==> src/rtl/rari_pkg.sv <==
package rari_pkg;

  localparam int CW = 32;
  localparam int FB = 16;
  // Quotient magnitude bits for t: |num| < 2^49, and |t| <= far_limit < 2^31 matters,
  // but the full quotient can reach 2^49, so the divider runs 50 steps.
  localparam int TQ = 50;
  localparam int TD = 49;
  localparam int UQ = 17;
  localparam int UD = 50;

  typedef enum logic [2:0] {
    REG_AXIS   = 3'd0,
    REG_F_LO   = 3'd1,
    REG_F_HI   = 3'd2,
    REG_S_LO   = 3'd3,
    REG_S_HI   = 3'd4,
    REG_PLANE  = 3'd5,
    REG_NEAR   = 3'd6,
    REG_MAT    = 3'd7
  } reg_idx_t;

  typedef struct packed {
    logic [1:0]        axis;
    logic signed [31:0] f_lo;
    logic signed [31:0] f_hi;
    logic signed [31:0] s_lo;
    logic signed [31:0] s_hi;
    logic signed [31:0] plane;
    logic [30:0]       near_lim;
    logic [7:0]        mat;
  } cfg_t;

  // One restoring-division cell: shift in one numerator bit, trial subtract.
  typedef struct packed {
    logic [TQ-1:0] num;
    logic [TD:0]   rem;
    logic [TD-1:0] den;
  } tdiv_t;

  typedef struct packed {
    logic [UQ-1:0] num;
    logic [UD:0]   rem;
    logic [UD-1:0] den;
  } udiv_t;

  typedef struct packed {
    logic              miss;
    logic              neg;
    logic              front;
    logic [1:0]        axis;
    logic signed [31:0] ox;
    logic signed [31:0] oy;
    logic signed [31:0] oz;
    logic signed [31:0] dx;
    logic signed [31:0] dy;
    logic signed [31:0] dz;
    logic [30:0]       far_lim;
    logic [30:0]       near_lim;
    logic signed [31:0] f_lo;
    logic signed [31:0] f_hi;
    logic signed [31:0] s_lo;
    logic signed [31:0] s_hi;
    logic [7:0]        mat;
  } tctx_t;

  typedef struct packed {
    logic              miss;
    logic              front;
    logic [7:0]        mat;
    logic signed [31:0] t;
    logic signed [31:0] px;
    logic signed [31:0] py;
    logic signed [31:0] pz;
    logic              zu;
    logic              zv;
  } uctx_t;

endpackage

==> src/rtl/rari_tdiv_cell.sv <==
// One quotient bit of the distance division per cell, carrying the ray context along.
module rari_tdiv_cell (
  input  logic                 clk,
  input  logic                 rst,
  input  logic                 en,
  input  logic                 vin,
  input  rari_pkg::tdiv_t      din,
  input  rari_pkg::tctx_t      cin,
  output logic                 vout,
  output rari_pkg::tdiv_t      dout,
  output rari_pkg::tctx_t      cout
);
  logic [rari_pkg::TD:0]   sh;
  logic [rari_pkg::TD+1:0] diff;
  rari_pkg::tdiv_t         nx;

  always_comb begin
    sh   = {din.rem[rari_pkg::TD-1:0], din.num[rari_pkg::TQ-1]};
    diff = {1'b0, sh} - {2'b00, din.den};
    nx.den = din.den;
    if (!diff[rari_pkg::TD+1]) begin
      nx.rem = diff[rari_pkg::TD:0];
      nx.num = {din.num[rari_pkg::TQ-2:0], 1'b1};
    end else begin
      nx.rem = sh;
      nx.num = {din.num[rari_pkg::TQ-2:0], 1'b0};
    end
  end

  always_ff @(posedge clk) begin
    if (rst) begin
      vout <= 1'b0;
    end else if (en) begin
      vout <= vin;
    end
    if (en) begin
      dout <= nx;
      cout <= cin;
    end
  end
endmodule

==> config.mk <==
export PLATFORM = sky130hd
export DESIGN_NAME = rari_tdiv_cell
export DESIGN_NICKNAME = d
export VERILOG_FILES = /design/src/rtl/rari_pkg.sv /design/src/rtl/rari_tdiv_cell.sv
export SDC_FILE = /design/constraint.sdc
export NUM_CORES = 1
export LEC_CHECK = 0
export ABC_AREA = 1
export BUFFER_PORTS_ARGS = -buffer_cell sky130_fd_sc_hd__buf_4
export CAP_MARGIN = 0
export CELL_PAD_IN_SITES_DETAIL_PLACEMENT = 1
export CELL_PAD_IN_SITES_GLOBAL_PLACEMENT = 1
export CORE_AREA = 2 2 426 428
export DETAILED_ROUTE_END_ITERATION = 16
export DIE_AREA = 0 0 428 430
export GPL_TIMING_DRIVEN = 0
export PLACE_DENSITY = 0.31
export SYNTH_ARGS = -nofsm -noshare
export SYNTH_HDL_FRONTEND = slang
export SYNTH_SLANG_ARGS = --single-unit
==> constraint.sdc <==
create_clock -name clk -period 4 [get_ports clk]
set_input_delay 0.8 -clock clk [delete_from_list [all_inputs] [get_ports clk]]
set_output_delay 0.8 -clock clk [all_outputs]
set_load 0.1 [all_outputs]
==> flow_metrics.py <==
metrics = {
    "finish": {
        "drive_above_1_share": 0.427,
        "area_growth_syn_to_layout_pct": 64.0,
        "fin_util": 0.196,
        "layout_commonest_cell": "buf_4",
        "finalNonFillerCells": 5287,
        "nets": 3443,
        "design_area_um2": 35300,
        "layout_common_cells": "1,090 x buf_4, 544 x edfxtp_1, 513 x nand2_1",
    },
    "critical_path": {
        "setup.worst_path.start_class": "primary input",
        "cp-end-kind": "flop",
        "r2r-start": "vout",
        "critPathRequiredTime_ns": 4.43,
        "r2r_cells": 2,
        "reg2reg_to": "vout",
        "crit_type": "primary input to flop",
        "worstPathArrival_ns": 3.24,
        "critPathLaunch": "din[148]",
        "crit_fanout": 10,
        "reg2reg_slack_ns": 3.41,
    },
    "route": {
        "wl_per_cell_um": 26.4,
        "dr.pass1.iters": 6,
        "vias": 17010,
        "wirelength_mm": 139,
        "drc_errors": 0,
        "drt_iter0_markers": 723,
        "vias_per_cell": 3.22,
        "ant_nets": 0,
    },
    "timing": {
        "clock_skew_ns": 0,
        "post-route-period-util": 0.705,
        "slew_violations": 0,
        "worst_hold_slack_ns": 0.270,
        "slew_headroom": 0.525,
        "fin_crit_ns": 2.82,
        "timing.fmax_ghz": 0.355,
        "worstMarginPinSlew_ns": 0.713,
        "hold_violations": 0,
        "fin_tns_setup_ns": 0,
        "setup-violations-final": 0,
        "grt_setup_unrepaired": "false",
    },
    "global_route": {
        "grt_pass1_vias": 17857,
        "gr-total-overflow": 0,
        "grt_max_degree": 108,
        "antenna_found_initial": 49,
        "track_usage": 0.147,
        "grt_pass1_wl_mm": 179,
    },
    "pwr": {
        "p_int_w": 0.0119,
        "p_leak_nw": 15.4,
        "ir_drop_mv": 0.274,
        "pwr_density_cell_nw_per_um2": 562,
        "switching_power_w": 0.00791,
        "combPwrFrac": 0.303,
        "p_sw_frac": 0.399,
        "clkPwrFrac": 0.344,
        "power_frac_seq": 0.354,
    },
    "placed_design": {
        "place_area_um2": 32800,
        "place.gp.congestion": 0.832,
        "portBuffers": 1091,
        "dp.final_hpwl_mm": 119,
        "dpl.cell_count": 5135,
    },
    "cts": {
        "post_cts_buffers": 0,
        "insertion_delay_ns": 0.68,
        "htreeDepth": 3,
        "cts.clk_slew.worst_paths_ns": 0.06,
        "cts_tree": "done",
        "hold_buffers": 0,
        "cts-resized-gates": 0,
        "clkSinkCount": 545,
        "clockBufferDepth": 3,
        "cts_root_buf": "clkbuf_16",
        "cts_made_buffers": 78,
    },
    "floorplan": {
        "rows": 156,
        "initial_core_util": 0.120,
        "die_area_um2": 184000,
        "die_h_um": 430,
        "core_um2": 180000,
        "pin_count": 1093,
        "die_w_um": 428,
    },
    "yosys": {
        "syn_area_um2": 21500,
        "synthAdderAreaFrac": 0.0294,
        "syn_nets": 2267,
        "yosysTopAreaCellShare": 0.760,
        "ys_seq_elements": 545,
        "yosys-mux-area-fraction": 0.000466,
        "synth-xor-area-share": 0.00937,
        "synthTopCellsByArea": "edfxtp_1 76%, nand2_1 9.0%, inv_1 4.6%",
        "synth-compound-area-share": 0.0125,
        "synth_flop_cell": "edfxtp_1",
        "syn_avg_cell_area_um2": 12.9,
        "yosysWarnings": 0,
        "synth-simple-area-share": 0.137,
        "synth_area_leader_cell": "edfxtp_1",
        "synthArstFlopShare": 0,
        "synth_top_family_by_area": "simple AND/OR/NAND/NOR gates",
        "syn_inst": 1669,
        "synth-seq-area-share": 0.761,
        "synth_edf_count": 544,
        "synth_cell_types": 35,
    },
    "hold_path": {
        "hold_start": "cin[374]",
        "min_to": "cout[374]",
        "hold_path_class": "primary input to flop",
        "whs_path_depth": 1,
    },
    "status": {
        "status": "completed",
    },
    "run": {
        "maxCapViolCount": 0,
    },
}
## power groups by stage
| stage | Clock (W) | Sequential (W) | Combinational, W |
|---|---|---|---|
| final | 0.00681 | 0.00701 | 0.00600 |
| after global routing | 0.00734 | 0.00706 | 0.00623 |
| after CTS | 0.00716 | 0.00702 | 0.00614 |
| after detailed placement | 0 | 0.00713 | 0.00613 |
| after global placement | 0 | 0.00718 | 0.00613 |
| after floorplan | 0 | 0.0106 | 0.000580 |
## cells in the mapped netlist (7+ instances only)
cell type and count:
edfxtp_1 544, nand2_1 513, inv_1 263, nor2_1 84
nand3_1 66, ha_1 49, a21oi_1 34, xor2_1 23
nand2_2 12, nand3b_1 11, nand4_1 10, buf_2 8
inv_2 7
## kinds of logic after synthesis
group | after synthesis
flops | 545
fa+ha+maj | 50
simple gates | 720
mux | 1
compound gates | 49
xor+xnor | 23
buf+inv | 281
## how the worst max path moves through the flow
stage | to | slack, ns
6_report | dout[91] | 1.18
4_1_cts | dout[90] | 1.12
3_3_place_gp | cout[166] | -3.65
3_5_place_dp | dout[90] | 0.31
5_1_grt | dout[90] | 0.90
2_1_floorplan | dout[98] | 1.47
## registers in the layout, indices dropped and copies added, names as in the netlist
signal  flops
cout      395
dout      149
vout        1
## final cells by class
class	count	area, um^2
fillers	20435	144000
well taps	2370	2970
diodes	11	27.5
clock inverters	43	394
flip-flops and latches	545	16400
plain buffers	10	66.3
inverters	271	1020
clock buffers	98	2050
multi-input cells	843	4060
repair buffers	1096	8340
## critical path, cell delays in order
cell and delay [ns]:
buf_4 0.11, inv_1 0.06, ha_1 0.14, inv_1 0.08, fa_1 0.46, nand3_1 0.15, nand3_2 0.20, nand2_1 0.14
nand2_2 0.11, nand2_1 0.09, nand3_2 0.20, buf_2 0.31, nand3_1 0.26, nand2_1 0.10
## through the flow
| step | total power, W | setup slack, ns |
|---|---|---|
| 2_1_floorplan | 0.0112 | 1.47 |
| 3_3_place_gp | 0.0133 | -3.65 |
| 3_5_place_dp | 0.0133 | 0.313 |
| 4_1_cts | 0.0203 | 1.12 |
| 5_1_grt | 0.0206 | 0.898 |
| 6_report | 0.0198 | 1.18 |
## layer usage
metal / GRT usage / wire length [um] / vias up
met2: 0.298 / 80400 / 610
met4: 0.0337 / 2370 / 10
met1: 0.147 / 48200 / 8263
met5: 0 / 60 / -
li1: - / - / 7961
met3: 0.0381 / 8420 / 166
Note: power is estimated with default switching activity, not from simulation.
