<file path="src/rtl/rari_pkg.sv">
package rari_pkg;

  localparam int CW = 32;
  localparam int FB = 16;
  // Quotient magnitude bits for t: |num| < 2^49, and |t| <= far_limit < 2^31 matters,
  // but the full quotient can reach 2^49, so the divider runs 50 steps.
  localparam int TQ = 50;
  localparam int TD = 49;
  localparam int UQ = 17;
  localparam int UD = 50;

  typedef enum logic [2:0] {
    REG_AXIS   = 3'd0,
    REG_F_LO   = 3'd1,
    REG_F_HI   = 3'd2,
    REG_S_LO   = 3'd3,
    REG_S_HI   = 3'd4,
    REG_PLANE  = 3'd5,
    REG_NEAR   = 3'd6,
    REG_MAT    = 3'd7
  } reg_idx_t;

  typedef struct packed {
    logic [1:0]        axis;
    logic signed [31:0] f_lo;
    logic signed [31:0] f_hi;
    logic signed [31:0] s_lo;
    logic signed [31:0] s_hi;
    logic signed [31:0] plane;
    logic [30:0]       near_lim;
    logic [7:0]        mat;
  } cfg_t;

  // One restoring-division cell: shift in one numerator bit, trial subtract.
  typedef struct packed {
    logic [TQ-1:0] num;
    logic [TD:0]   rem;
    logic [TD-1:0] den;
  } tdiv_t;

  typedef struct packed {
    logic [UQ-1:0] num;
    logic [UD:0]   rem;
    logic [UD-1:0] den;
  } udiv_t;

  typedef struct packed {
    logic              miss;
    logic              neg;
    logic              front;
    logic [1:0]        axis;
    logic signed [31:0] ox;
    logic signed [31:0] oy;
    logic signed [31:0] oz;
    logic signed [31:0] dx;
    logic signed [31:0] dy;
    logic signed [31:0] dz;
    logic [30:0]       far_lim;
    logic [30:0]       near_lim;
    logic signed [31:0] f_lo;
    logic signed [31:0] f_hi;
    logic signed [31:0] s_lo;
    logic signed [31:0] s_hi;
    logic [7:0]        mat;
  } tctx_t;

  typedef struct packed {
    logic              miss;
    logic              front;
    logic [7:0]        mat;
    logic signed [31:0] t;
    logic signed [31:0] px;
    logic signed [31:0] py;
    logic signed [31:0] pz;
    logic              zu;
    logic              zv;
  } uctx_t;

endpackage

</file>
<file path="src/rtl/rari_udiv_cell.sv">
// One quotient bit of the u and v divisions per cell.
module rari_udiv_cell (
  input  logic             clk,
  input  logic             en,
  input  rari_pkg::udiv_t  ui,
  input  rari_pkg::udiv_t  vi,
  input  rari_pkg::uctx_t  cin,
  output rari_pkg::udiv_t  uo,
  output rari_pkg::udiv_t  vo,
  output rari_pkg::uctx_t  cout
);
  function automatic rari_pkg::udiv_t step(rari_pkg::udiv_t d);
    logic [rari_pkg::UD:0]   sh;
    logic [rari_pkg::UD+1:0] diff;
    rari_pkg::udiv_t         r;
    sh   = {d.rem[rari_pkg::UD-1:0], d.num[rari_pkg::UQ-1]};
    diff = {1'b0, sh} - {2'b00, d.den};
    r.den = d.den;
    if (!diff[rari_pkg::UD+1]) begin
      r.rem = diff[rari_pkg::UD:0];
      r.num = {d.num[rari_pkg::UQ-2:0], 1'b1};
    end else begin
      r.rem = sh;
      r.num = {d.num[rari_pkg::UQ-2:0], 1'b0};
    end
    return r;
  endfunction

  always_ff @(posedge clk) begin
    if (en) begin
      uo   <= step(ui);
      vo   <= step(vi);
      cout <= cin;
    end
  end
endmodule

</file>
<file path="config.mk">
export PLATFORM = sky130hd
export DESIGN_NAME = rari_udiv_cell
export DESIGN_NICKNAME = d
export VERILOG_FILES = /design/src/rtl/rari_pkg.sv /design/src/rtl/rari_udiv_cell.sv
export SDC_FILE = /design/constraint.sdc
export NUM_CORES = 1
export LEC_CHECK = 0
export BUFFER_PORTS_ARGS = -buffer_cell sky130_fd_sc_hd__buf_4
export CORE_AREA = 2 2 294 296
export CTS_BUF_LIST = sky130_fd_sc_hd__clkbuf_4
export CTS_CLUSTER_SIZE = 20
export DETAILED_ROUTE_END_ITERATION = 12
export DIE_AREA = 0 0 296 298
export PLACE_DENSITY = 0.54
export SYNTH_ARGS = -nofsm -noshare
export SYNTH_HDL_FRONTEND = slang
export SYNTH_SLANG_ARGS = --single-unit
</file>
<file path="constraint.sdc">
create_clock -name clk -period 3.1 [get_ports clk]
set_input_delay 0.155 -clock clk [delete_from_list [all_inputs] [get_ports clk]]
set_output_delay 0.155 -clock clk [all_outputs]
set_load 0.05 [all_outputs]
</file>
==> impl_metrics.env, run 1 <==
export IMPL_hold_violations=0
export IMPL_drt_first_pass_iters=5
export IMPL_crit_arrival_ns=3.77
export IMPL_ant_nets=0
export IMPL_syn_to_final_growth_pct=91.05
export IMPL_vias_per_cell=4.341
export IMPL_synth_cell_types=85
export IMPL_cts_sinks=376
export IMPL_fillers=8036
export IMPL_cts_buffers=108
export IMPL_drive_gt1_share_pct=33.81
export IMPL_synth_area_sq_um=18740
export IMPL_maxSlewHeadroom_pct=53.60
export IMPL_fp_coreArea_sq_um=84880
export IMPL_min_period_ns=3.078
export IMPL_h_tree_depth=3
export IMPL_groute_usage_overall_pct=18.27
export IMPL_final_cell_area_sq_um=35810
export IMPL_powerDensity_nw_per_um2=486.5
export IMPL_yosys_register_bits=376
export IMPL_worst_path_max_fanout=3
export IMPL_worst_pin_slew_ns=0.6959
export IMPL_fp_dieW_um=296
export IMPL_portBuffers=751
export IMPL_worstSetupStartpointType="input port"
export IMPL_grt_start_max_net_pins=65
export IMPL_clk_pin_slew_ns=0.07
export IMPL_synth_async_reset_ratio_pct=0
export IMPL_utilization_pct=42.18
export IMPL_power_mw=17.42
export IMPL_top_level_ports=754
export IMPL_antenna_found_initial=6
export IMPL_hpwl_mm=58.90
export IMPL_start_util_pct=22.08
export IMPL_avgRoutedWirePerCell_um=18.53
export IMPL_fin_nets=3763
export IMPL_timing_setup_tns_ns=0
export IMPL_period_share_pct=99.29
export IMPL_max_freq_mhz=324.9
export IMPL_clockBufferDepth=3
export IMPL_drt_wl_total_mm=83.56
export IMPL_drcViolationCount=0
export IMPL_cts_root_buffer="clkbuf_4"
export IMPL_num_vias=19578
export IMPL_row_count=107
export IMPL_dp_cells=3579
export IMPL_avgSynthCellArea_sq_um=11.81
export IMPL_die_h_um=298
export IMPL_synth_seq_area_share_pct=60.24
export IMPL_ir_drop_uv=341.2
export IMPL_outcome="finished clean"
export IMPL_crit_type="in2reg"
export IMPL_overflow=0
export IMPL_fp_dieArea_sq_um=88210
export IMPL_synth_top_flop_cell="edfxtp_1"
export IMPL_critPathCaptureType="register"
export IMPL_synth_fp_nets=2067
export IMPL_grt_pass1_vias=20986
export IMPL_cts_tree="built"
export IMPL_critical_path_required_ns=3.79
export IMPL_layout_cells_non_filler=4510
export IMPL_setup_violations_final=0
export IMPL_synth_edf_count=376
export IMPL_placed_cell_area_sq_um=26810
export IMPL_ys_warn_count=0
export IMPL_grt_pass1_wl_mm=122.7
export IMPL_power_leakage_nw=15.53
export IMPL_drv_slew=0
export IMPL_hold_class="in2reg"
export IMPL_place_congestion=0.8957
export IMPL_initialDrtViolationCount=1008
export IMPL_synthCells=1587
export IMPL_drv_cap=0
==> worst paths after layout <==
check | from | endpoint | depth (start not counted) | slack [ns]
worst min-delay path | ui[73] | uo[74]$_DFFE_PP_ | 4 | 0.17
worst max-delay path | vi[3] | vo[95]$_DFFE_PP_ | 17 | 0.02
==> cells in the final DEF, fill, tap and decap left out, types with 5 or more instances in the layout <==
cell type | synthesis | layout
buf_4 | 11 | 895
dlygate4sd3_1 | 0 | 732
edfxtp_1 | 376 | 376
a21oi_1 | 178 | 171
clkbuf_4 | 0 | 148
nand2_1 | 136 | 136
nor2_1 | 136 | 135
inv_1 | 127 | 127
ha_1 | 100 | 97
o21ai_0 | 77 | 74
a21o_1 | 56 | 56
xnor2_1 | 53 | 53
xor2_1 | 35 | 35
clkinv_1 | 0 | 25
o21bai_1 | 22 | 22
nand4_1 | 22 | 22
nand3_1 | 17 | 17
nor3_1 | 17 | 17
buf_12 | 0 | 13
o211ai_1 | 11 | 11
a31oi_1 | 11 | 11
o21a_1 | 10 | 10
o31ai_1 | 12 | 10
clkinv_2 | 0 | 8
a21oi_2 | 0 | 7
nand2b_1 | 7 | 7
a211oi_1 | 13 | 7
o21ai_1 | 5 | 6
a211oi_2 | 1 | 6
or3_1 | 6 | 6
nor4_1 | 8 | 6
nor2b_1 | 6 | 5
and3_1 | 5 | 5
and4_1 | 5 | 5
==> cells in the mapped netlist (12+ instances only) <==
| cell | number | share of area [%] |
|---|---|---|
| inv_1 | 127 | 2.5 |
| edfxtp_1 | 376 | 60 |
| clkbuf_1 | 20 | 0.40 |
| o31ai_1 | 12 | 0.48 |
| buf_2 | 15 | 0.40 |
| nand2_1 | 136 | 2.7 |
| a21o_1 | 56 | 2.2 |
| o21bai_1 | 22 | 0.88 |
| nand3_1 | 17 | 0.45 |
| xnor2_1 | 53 | 2.5 |
| nor2_1 | 136 | 2.7 |
| nor3_1 | 17 | 0.45 |
| nand4_1 | 22 | 0.73 |
| a211oi_1 | 13 | 0.52 |
| xor2_1 | 35 | 1.6 |
| a21oi_1 | 178 | 4.8 |
| o21ai_0 | 77 | 2.1 |
| ha_1 | 100 | 6.7 |
==> per-layer routing <==
| layer | wire (um) | vias up | track usage, % |
|---|---|---|---|
| li1 | - | 9322 | - |
| met1 | 31110 | 9376 | 19.31 |
| met2 | 43460 | 723 | 33.45 |
| met3 | 6009 | 151 | 5.058 |
| met4 | 2930 | 6 | 8.129 |
| met5 | 42 | - | 0 |
==> registers in the layout, indices dropped and copies added, names as in the netlist <==
| register | cells |
|---|---|
| vo | 118 |
| uo | 118 |
| cout | 140 |
==> area by class of cell <==
| class | instances | area (sq um) | share of cell area [%] |
|---|---|---|---|
| Tap cell | 1144 | 1431 | 3.998 |
| Timing Repair Buffer | 1641 | 14320 | 40.00 |
| Sequential cell | 376 | 11290 | 31.53 |
| Inverter | 129 | 484.2 | 1.352 |
| Clock inverter | 42 | 276.5 | 0.7723 |
| Antenna cell | 3 | 7.507 | 0.02097 |
| Multi-Input combinational cell | 1027 | 6883 | 19.22 |
| Clock buffer | 148 | 1111 | 3.103 |
==> cells by family (layout without fill, tap and decap cells) <==
| family | count (synthesis) | in the layout | synth area share, % |
|---|---|---|---|
| AO/OA/AOI/OAI | 449 | 449 | 15.09 |
| AND/OR/NAND/NOR | 384 | 384 | 9.180 |
| flip-flops | 376 | 376 | 60.24 |
| buffers and inverters | 184 | 1960 | 4.259 |
| adder cells (fa/ha/maj) | 102 | 102 | 6.890 |
| XOR/XNOR | 88 | 88 | 4.112 |
| multiplexers | 4 | 4 | 0.2270 |
| other | 0 | 3 | 0 |
==> stage by stage <==
stage	hold WS (ns)	worst slack, ns
finish	0.1691	0.02207
global route	0.09027	-0.04117
CTS	0.002306	0.01400
detailed placement	0.3342	-0.1494
global placement	0.3332	-0.1009
floorplan	0.2539	0.3693
==> worst max-delay path, stage by stage <==
cell           delay [ns]
dlygate4sd3_1        0.54
buf_4                0.11
inv_1                0.04
ha_1                 0.36
a21o_1               0.22
a21oi_2              0.15
buf_4                0.15
a2111oi_4            0.07
buf_4                0.15
a211oi_4             0.27
a211oi_2             0.11
buf_4                0.15
o21ai_0              0.12
or3b_1               0.37
xnor2_1              0.14
a21oi_1              0.09
dlygate4sd3_1        0.56
==> power by group <==
part / internal [mW] / switching [mW] / leakage (nW)
Sequential: 6.22 / 0.186 / 3.68
Clock: 2.41 / 2.42 / 0.814
Combinational: 2.48 / 3.70 / 11.0
==> timing repair <==
action | CTS | global route
endpoints found under the hold margin | 751 | 0
hold buffers | 734 | 0
gates resized for setup | 0 | 52
setup buffers | 0 | 6
endpoints found under the setup margin | 0 | 27
Note: power is estimated with default switching activity, not from simulation.
==> inputs of run 2 (changes only) <==
--- a/config.mk
+++ b/config.mk
@@ -12,6 +12,7 @@
 export DETAILED_ROUTE_END_ITERATION = 12
 export DIE_AREA = 0 0 296 298
 export PLACE_DENSITY = 0.54
+export RECOVER_POWER = 25
 export SYNTH_ARGS = -nofsm -noshare
 export SYNTH_HDL_FRONTEND = slang
 export SYNTH_SLANG_ARGS = --single-unit
==> run 2 against run 1 <==
  * The run now ends with max-capacitance violations, max-slew violations left
  * First-iteration DRC count rose by 3.7%
  * Combinational power fell by 0.6%
  * Die area did not move
  * Critical path type unchanged
==> impl_metrics.env, run 2 (synthesis gave the netlist of run 1 again) <==
export IMPL_dp_cells=3579
export IMPL_power_leakage_nw=15.31
export IMPL_critPathCaptureType="register"
export IMPL_ir_drop_uv=348.2
export IMPL_grt_start_max_net_pins=65
export IMPL_critical_path_required_ns=3.80
export IMPL_cts_root_buffer="clkbuf_4"
export IMPL_crit_arrival_ns=3.78
export IMPL_avgRoutedWirePerCell_um=18.49
export IMPL_worst_pin_slew_ns=2.276
export IMPL_placed_cell_area_sq_um=26810
export IMPL_drv_slew=59
export IMPL_num_vias=19609
export IMPL_powerDensity_nw_per_um2=488.1
export IMPL_worst_slack_ns=0.02121
export IMPL_cts_buffers=108
export IMPL_reg_top3="cout x140, uo x118, vo x118"
export IMPL_fin_nets=3763
export IMPL_overflow=0
export IMPL_vias_per_cell=4.348
export IMPL_path_cells="dlygate4sd3_1, buf_4, inv_1, ha_1, a21o_1, a21oi_2, buf_4, a2111oi_4, buf_4, a211oi_4, a211oi_2, buf_4, o21ai_0, or3b_1, xnor2_1, a21oi_1, dlygate4sd3_1"
export IMPL_final_cell_area_sq_um=35610
export IMPL_critPathMostFrequentCell="buf_4"
export IMPL_min_period_ns=3.079
export IMPL_row_count=107
export IMPL_pre_cts_slack_ns=-0.1494
export IMPL_hold_violations=0
export IMPL_largest_register_ffs=140
export IMPL_fp_dieW_um=296
export IMPL_antenna_found_initial=6
export IMPL_top_level_ports=754
export IMPL_hpwl_mm=58.90
export IMPL_h_tree_depth=3
export IMPL_setup_violations_final=0
export IMPL_layout_cells_non_filler=4510
export IMPL_outcome="complete, but fails checks"
export IMPL_violations="max-capacitance violations, max-slew violations"
export IMPL_cts_sinks=376
export IMPL_grt_pass1_wl_mm=122.7
export IMPL_fp_dieArea_sq_um=88210
export IMPL_utilization_pct=41.95
export IMPL_ant_nets=0
export IMPL_drive_gt1_share_pct=32.32
export IMPL_syn_to_final_growth_pct=89.99
export IMPL_layout_commonest_cell="dlygate4sd3_1"
export IMPL_clockBufferDepth=3
export IMPL_drv_cap=1
export IMPL_period_share_pct=99.32
export IMPL_fp_coreArea_sq_um=84880
export IMPL_power_mw=17.38
export IMPL_portBuffers=751
export IMPL_max_freq_mhz=324.8
export IMPL_place_congestion=0.8957
export IMPL_max_stage_delay_ns=0.56
export IMPL_most_common_layout_cells="732 x dlygate4sd3_1, 644 x buf_4, 376 x edfxtp_1"
export IMPL_hold_class="in2reg"
export IMPL_fillers=8102
export IMPL_cts_tree="built"
export IMPL_initialDrtViolationCount=1045
export IMPL_start_util_pct=22.08
export IMPL_clk_pin_slew_ns=0.07
export IMPL_regMostFlops="cout"
export IMPL_maxSlewHeadroom_pct=-51.73
export IMPL_worstSetupStartpointType="input port"
export IMPL_timing_setup_tns_ns=0
export IMPL_crit_slowest_cell="dlygate4sd3_1"
export IMPL_drcViolationCount=0
export IMPL_die_h_um=298
export IMPL_crit_type="in2reg"
export IMPL_drt_wl_total_mm=83.37
export IMPL_worst_path_max_fanout=3
export IMPL_whs_ns=0.1650
export IMPL_groute_usage_overall_pct=18.27
export IMPL_drt_first_pass_iters=5
export IMPL_grt_pass1_vias=20986
-- run 2: what timing repair did --
action / in CTS / in global routing
setup buffers: 0 / 6
hold endpoints to repair: 751 / 0
hold buffers: 734 / 0
gates resized for setup: 0 / 52
endpoints found under the setup margin: 0 / 27
-- run 2: layout make-up --
cell class / count / area, sq um / share of cell area [%]
Timing Repair Buffer: 1641 / 14120 / 39.66
Sequential cell: 376 / 11290 / 31.71
Multi-Input combinational cell: 1027 / 6883 / 19.33
Tap cell: 1144 / 1431 / 4.020
Clock buffer: 148 / 1111 / 3.120
Inverter: 129 / 484.2 / 1.360
Clock inverter: 42 / 276.5 / 0.7766
Antenna cell: 3 / 7.507 / 0.02108
-- run 2: critical path, delay by kind of cell --
kind / cells / cell delay, ns
AO/OA/AOI/OAI: 7 / 1.03
XOR/XNOR: 1 / 0.14
adder cells (fa/ha/maj): 1 / 0.36
buffers and inverters: 7 / 1.70
AND/OR/NAND/NOR: 1 / 0.37
-- run 2: where the power goes --
part           leakage, nW  internal, mW  switching [mW]
registers             3.68          6.23           0.184
clock network        0.814          2.41            2.43
logic                 10.8          2.44            3.69
-- run 2: worst paths after layout --
check | from | to | slack, ns | cells after the start
hold / removal | ui[73] | uo[74]$_DFFE_PP_ | 0.16 | 4
setup / recovery | vi[3] | vo[95]$_DFFE_PP_ | 0.02 | 17
-- run 2: metal layers --
metal / track usage [%] / part of all wire, % / vias up
li1: - / - / 9329
met1: 19.31 / 37 / 9355
met2: 33.45 / 52 / 758
met3: 5.058 / 7.2 / 161
met4: 8.129 / 3.7 / 6
met5: 0 / 0.050 / -
